`config.mk`:
```
export PLATFORM = sky130hd
export DESIGN_NAME = sb3_window
export DESIGN_NICKNAME = d
export VERILOG_FILES = /design/src/sv/sb3_pkg.sv /design/src/sv/sb3_window.sv
export SDC_FILE = /design/constraint.sdc
export NUM_CORES = 1
export LEC_CHECK = 0
export ABC_AREA = 1
export BUFFER_PORTS_ARGS = -buffer_cell sky130_fd_sc_hd__buf_2
export CAP_MARGIN = 20
export CORE_AREA = 3 3 103 105
export CTS_BUF_LIST = sky130_fd_sc_hd__clkbuf_2
export DETAILED_ROUTE_END_ITERATION = 16
export DIE_AREA = 0 0 106 108
export GPL_TIMING_DRIVEN = 0
export PLACE_DENSITY = 0.68
export SYNTH_ARGS = -nofsm -noshare
export SYNTH_HDL_FRONTEND = slang
export SYNTH_SLANG_ARGS = --single-unit
```
`constraint.sdc`:
```
create_clock -name clock -period 5.2 [get_ports clock]
set_clock_uncertainty 0.05 [all_clocks]
set_input_delay 0.26 -clock clock [delete_from_list [all_inputs] [get_ports clock]]
set_output_delay 0.26 -clock clock [all_outputs]
set_load 0.01 [all_outputs]
```
`src/sv/sb3_pkg.sv`:
```
// sb3_pkg: shared constants, types and helpers of the sobel 3x3 gradient block
// no dependencies; used by every other file of the block except sb3_line_ram
`default_nettype none

package sb3_pkg;

   localparam int MAX_WIDTH    = 2048;
   localparam int HEIGHT_LIMIT = 2048;
   localparam int MIN_SIZE     = 5;

   localparam int PIX_W  = 8;
   localparam int GRAD_W = 11;
   localparam int SIZE_W = 12;
   localparam int COL_W  = $clog2(MAX_WIDTH);
   localparam int ROW_W  = $clog2(HEIGHT_LIMIT);
   localparam int CMP_W  = SIZE_W + 1;
   localparam int SUM_W  = GRAD_W;
   localparam int CSR_IDX_W = 1;

   localparam logic [CSR_IDX_W-1:0] CSR_IMAGE_WIDTH  = 1'b0;
   localparam logic [CSR_IDX_W-1:0] CSR_IMAGE_HEIGHT = 1'b1;

   localparam logic [SIZE_W-1:0] IMAGE_WIDTH_RESET  = 12'd512;
   localparam logic [SIZE_W-1:0] IMAGE_HEIGHT_RESET = 12'd512;

   typedef struct packed {
      logic [PIX_W-1:0] top;
      logic [PIX_W-1:0] mid;
      logic [PIX_W-1:0] bot;
   } column_type;

   typedef struct packed {
      logic [COL_W-1:0] col;
      logic             emit;
      logic             interior;
      logic             frame_last;
      logic [PIX_W-1:0] pixel;
   } stage_type;

   // clamp a size register to [MIN_SIZE, hi]
   function automatic logic [SIZE_W-1:0] clamp_size(input logic [SIZE_W-1:0] v, input int hi);
      logic [SIZE_W-1:0] r;
      if (32'(v) < MIN_SIZE) begin
         r = SIZE_W'(MIN_SIZE);
      end else if (32'(v) > hi) begin
         r = SIZE_W'(hi);
      end else begin
         r = v;
      end
      return r;
   endfunction

endpackage

`default_nettype wire

```
`src/sv/sb3_window.sv`:
```
// sb3_window: two stored window columns plus the incoming column, sobel x/y kernels
// depends on sb3_pkg
`default_nettype none

module sb3_window (
   input  wire logic                                clock,
   input  wire logic                                reset,
   input  wire logic                                shift,
   input  wire sb3_pkg::column_type                 col_in,
   input  wire logic                                interior,
   output logic signed [sb3_pkg::GRAD_W-1:0]        grad_x,
   output logic signed [sb3_pkg::GRAD_W-1:0]        grad_y
);

   sb3_pkg::column_type left_ff, left_in;
   sb3_pkg::column_type centre_ff, centre_in;

   logic [sb3_pkg::SUM_W-1:0] right_sum, left_sum, bot_sum, top_sum;

   always_comb begin
      left_in   = left_ff;
      centre_in = centre_ff;
      if (shift) begin
         left_in   = centre_ff;
         centre_in = col_in;
      end
   end

   always_ff @(posedge clock) begin
      if (reset) begin
         left_ff   <= '0;
         centre_ff <= '0;
      end else begin
         left_ff   <= left_in;
         centre_ff <= centre_in;
      end
   end

   // 1-2-1 weighted sums
   always_comb begin
      right_sum = sb3_pkg::SUM_W'(col_in.top) + (sb3_pkg::SUM_W'(col_in.mid) << 1)
                  + sb3_pkg::SUM_W'(col_in.bot);
      left_sum  = sb3_pkg::SUM_W'(left_ff.top) + (sb3_pkg::SUM_W'(left_ff.mid) << 1)
                  + sb3_pkg::SUM_W'(left_ff.bot);
      bot_sum   = sb3_pkg::SUM_W'(left_ff.bot) + (sb3_pkg::SUM_W'(centre_ff.bot) << 1)
                  + sb3_pkg::SUM_W'(col_in.bot);
      top_sum   = sb3_pkg::SUM_W'(left_ff.top) + (sb3_pkg::SUM_W'(centre_ff.top) << 1)
                  + sb3_pkg::SUM_W'(col_in.top);
   end

   always_comb begin
      grad_x = '0;
      grad_y = '0;
      if (interior) begin
         grad_x = $signed(right_sum - left_sum);
         grad_y = $signed(bot_sum - top_sum);
      end
   end

endmodule

`default_nettype wire
```
* Word level (Yosys, flattened, before mapping)
Cells that the tools add are included.
** Storage, ports and cells
- Bits of input ports :: 28
- Logic and storage cells :: 18
- Register bits :: 48
** Operators by class
- $add $sub $neg :: 10
- Multiplexer cells :: 2
** Operators by type and width (count)
- $add A10 B8 Y11 :: 4
- $add A8 B9 Y10 :: 4
- $mux W11 :: 2
- $sub A11 B11 Y11 :: 2

* Longest topological paths before layout
- Depth in word-level cells :: 4
- Depth in mapped cells :: 17
- Mapped depth without buffers :: 17

* Worst setup path before layout
Ideal clock, no wire load.
- Path type :: input port to output port
- Start point :: in col_in[0] (netlist name)
- End point :: out grad_x[9] (netlist name)
- Stages :: 17
- Path buffers :: 0
- Arrival time :: 2.953 ns
- Slack :: 1.937 ns
- Cell sequence :: inv_1 -> fa_1 -> inv_1 -> fa_1 -> inv_1 -> fa_1 -> inv_1 -> ha_1 -> inv_1 -> fa_1 -> inv_1 -> nand2_1 -> nand2_1 -> nand3_1 -> nand3_1 -> nand2_1 -> nor2_1
** Between the ends
- Word-level cells in the longest chain between the ends :: 3
** Ends and longest elaborated chain
- start: declaration :: RTL line sb3_window.sv:9 : input wire sb3_pkg::column_type col_in,
- $add A10 B8 Y11 :: RTL line sb3_window.sv:42 : + sb3_pkg::SUM_W'(col_in.bot);
- $sub A11 B11 Y11 :: RTL line sb3_window.sv:55 : grad_x = $signed(right_sum - left_sum);
- $mux W11 :: RTL line sb3_window.sv:54 : if (interior) begin
- end: declaration :: RTL line sb3_window.sv:11 : output logic signed [sb3_pkg::GRAD_W-1:0] grad_x,
Every way passes these cells.

* Final worst setup path
- Start point :: reg left_ff[16] (netlist name)
- End point :: out grad_x[9] (netlist name)
** Between the ends
- Word-level cells in the longest chain between the ends :: 4
** Ends and longest elaborated chain
- start: declaration :: RTL line sb3_window.sv:15 : sb3_pkg::column_type left_ff, left_in;
- start signal: assignment :: RTL line sb3_window.sv:34 : left_ff <= left_in;
- $add A8 B9 Y10 :: RTL line sb3_window.sv:43 : left_sum = sb3_pkg::SUM_W'(left_ff.top) + (sb3_pkg::SUM_W'(left_ff.mid) << 1)
- $add A10 B8 Y11 :: RTL line sb3_window.sv:44 : + sb3_pkg::SUM_W'(left_ff.bot);
- $sub A11 B11 Y11 :: RTL line sb3_window.sv:55
- $mux W11 :: RTL line sb3_window.sv:54
Every way passes these cells.

==> flow_metrics.env <==
export IMPL_synthesis_yosys_warnings=0
export IMPL_hold_depth=3
export IMPL_multi_input_area_mm2=0.002655
export IMPL_grt_pass1_wl_mm=15.66
export IMPL_seq_area_frac_synth_pct=22.38
export IMPL_diodes=0
export IMPL_endpoint="grad_x[9]"
export IMPL_cts_buffer_depth=2
export IMPL_reg2reg_depth=2
export IMPL_finalCriticalPeriod_ns=4.065
export IMPL_vias=3386
export IMPL_viasPerCell=4.716
export IMPL_synth_top_area_share_pct=28.90
export IMPL_hold_class="input pin to flip-flop"
export IMPL_cp_cell_sequence="fa_1 > inv_1 > fa_1 > inv_1 > fa_1 > inv_1 > ha_1 > inv_1 > fa_1 > inv_1 > nand2_1 > nand2_1 > nand3_1 > nand3_1 > nand2_1 > nor2_1 > buf_2"
export IMPL_drv_slew=0
export IMPL_yosysTopAreaCell="fa_1"
export IMPL_worst_endpoint_required_ns=4.89
export IMPL_die_h_um=108
export IMPL_max_cap_violations=0
export IMPL_core_mm2=0.009729
export IMPL_rsz0062_at_grt="no"
export IMPL_synth_ff_type="dfxtp_1"
export IMPL_yosys_register_bits=48
export IMPL_io_buffers=46
export IMPL_grt_max_degree=14
export IMPL_cp_depth=17
export IMPL_synth_cells=532
export IMPL_crit_path_frequent_cell="inv_1"
export IMPL_placed_area_mm2=0.004691
export IMPL_leakagePower_nw=2.408
export IMPL_design_area_mm2=0.004723
export IMPL_crit_path_max_fanout=3
export IMPL_yosys_cell_count_top_type="inv_1"
export IMPL_status="finished clean"
export IMPL_synth_fp_nets=646
export IMPL_finalHoldViolCount=0
export IMPL_start_util_pct=44.14
export IMPL_drt_iter0_drc=135
export IMPL_relSlewSlack_pct=61.68
export IMPL_synth_cell_types=26
export IMPL_slowest_stage="fa_1"
export IMPL_cts_buffers=5
export IMPL_seqCellArea_um2=960.9
export IMPL_clk_latency_ns=0.42
export IMPL_synthTopCellsByCount="inv_1, nand2_1, nor2_1"
export IMPL_clock_root_buffer="clkbuf_2"
export IMPL_wirelength_mm=9.269
export IMPL_cts_hold_buffers=0
export IMPL_fp_dieArea_mm2=0.01145
export IMPL_worstMarginPinSlew_ns=0.5747
export IMPL_drt_drc_violations_left=0
export IMPL_cts_resized=0
export IMPL_fmax_ghz=0.2460
export IMPL_startpoint_type="flip-flop"
export IMPL_row_count=36
export IMPL_worst_path_largest_cell_delay_ns=0.50
export IMPL_reg2reg_to="left_ff[4]"
export IMPL_wl_per_cell_um=12.91
export IMPL_ant_nets=0
export IMPL_postCtsSetupBuffers=0
export IMPL_drt_first_pass_iters=4
export IMPL_worstPathArrival_ns=3.75
export IMPL_nFillCells=975
export IMPL_grt_ovfl_total=0
export IMPL_worst_setup_path_type="flip-flop to output pin"
export IMPL_async_flop_share_pct=0
export IMPL_setup_tns_final_ns=0
export IMPL_powerDensity_mw_per_mm2=408.5
export IMPL_post_route_period_util_pct=78.17
export IMPL_cts_sinks=48
export IMPL_synth_edff_count=0
export IMPL_critPathTopFamily="adder cells"
export IMPL_syn_to_final_growth_pct=9.994
export IMPL_drive_above_1_share_pct=12.65
export IMPL_dp_final_hpwl_mm=8.073
export IMPL_fin_nets=699
export IMPL_die_x_um=106
export IMPL_clkTransAtPathRegs_ns=0.22
export IMPL_synth_area_leaders="fa_1, dfxtp_1, inv_1"
export IMPL_worst_setup_path_end_kind="output pin"
export IMPL_syn_area_per_cell_um2=8.072
export IMPL_ir_drop_uv=157.9
export IMPL_io_pins=50
export IMPL_worstSetupStartpoint="left_ff[16]"
export IMPL_syn_area_mm2=0.004294
export IMPL_r2r_start="left_ff[4]"
export IMPL_gp_congestion=0.8740
export IMPL_antenna_found_initial=0
export IMPL_path_buf_inv=6
export IMPL_setup_viol=0
export IMPL_grt_pass1_vias=3310
export IMPL_rrSetupSlack_ns=4.33
export IMPL_fin_hold_ws_ns=0.03544
export IMPL_grt_usage_pct=17.00
export IMPL_cts_max_level=2
export IMPL_cts_tree="done"
[area by class of cell]
class,instances,area share [%]
multi-input cells,316,56.21
flip-flops and latches,48,20.34
inverters,151,12.05
repair buffers,46,4.874
well taps,133,3.523
plain buffers,17,2.305
clock buffers,5,0.5298
clock inverters,2,0.1589
[per-stage QoR]
step	total power, mW	worst slack [ns]	instances	utilization [%]
after global routing	2.169	0.8364	718	48.55
after CTS	1.955	1.129	718	48.55
final	1.930	1.135	718	48.55
after floorplan	1.446	1.937	532	-
after detailed placement	1.809	1.529	711	48.21
after global placement	1.777	1.590	711	48.21
[worst min-delay path by stage]
stage / start / endpoint / slack [ns]
after floorplan: col_in[10] / centre_ff[10] / 0.36
after global placement: centre_ff[12] / centre_ff[12] / 0.40
after detailed placement: centre_ff[15] / centre_ff[15] / 0.41
after CTS: col_in[9] / centre_ff[9] / 0.02
after global routing: col_in[9] / centre_ff[9] / 0.002
final: col_in[9] / centre_ff[9] / 0.04
[state kept, by name (all words and copies together), names as in the netlist]
name and cells:
left_ff 24, centre_ff 24
[metal layers]
layer  global-route usage [%]  up-vias  routed length (µm)
met5                        0        -                   0
met4                    1.665        0                  37
met3                    2.507        6                 343
met2                    30.56       57                4811
met1                    22.69     1630                4077
li1                         -     1693                   -
[where the power goes]
group | internal [mW] | leakage, nW | switching [mW]
logic | 0.561 | 1.99 | 0.820
clock network | 0.0277 | 0.0239 | 0.115
registers | 0.392 | 0.397 | 0.0133
total | 0.981 | 2.41 | 0.949
[cell usage in the layout, fill, tap and decap left out, types with 3 or more instances in the layout]
cell type and n:
a211oi_1 38, a21oi_1 27, inv_1 150, o21ai_0 4
nor2_1 63, nand2_1 73, clkbuf_2 5, nand3_1 11
dfxtp_1 48, buf_2 56, fa_1 62, nand3b_1 3
ha_1 24
[worst register-to-register path, cell delays in order, from the launching register on]
cell and delay, ns:
dfxtp_1 0.42, inv_1 0.09, a211oi_1 0.25
[logic make-up after synthesis]
family / count (synthesis) / synth area share [%]
and+or+nand+nor: 159 / 15.30
buffers and inverters: 168 / 15.79
xor gates and xnor gates: 1 / 0.2040
AOI/OAI and AO/OA: 70 / 10.43
adders and majority gates: 86 / 35.90
DFF: 48 / 22.38
No activity file was read; power rests on OpenSTA's default activity.
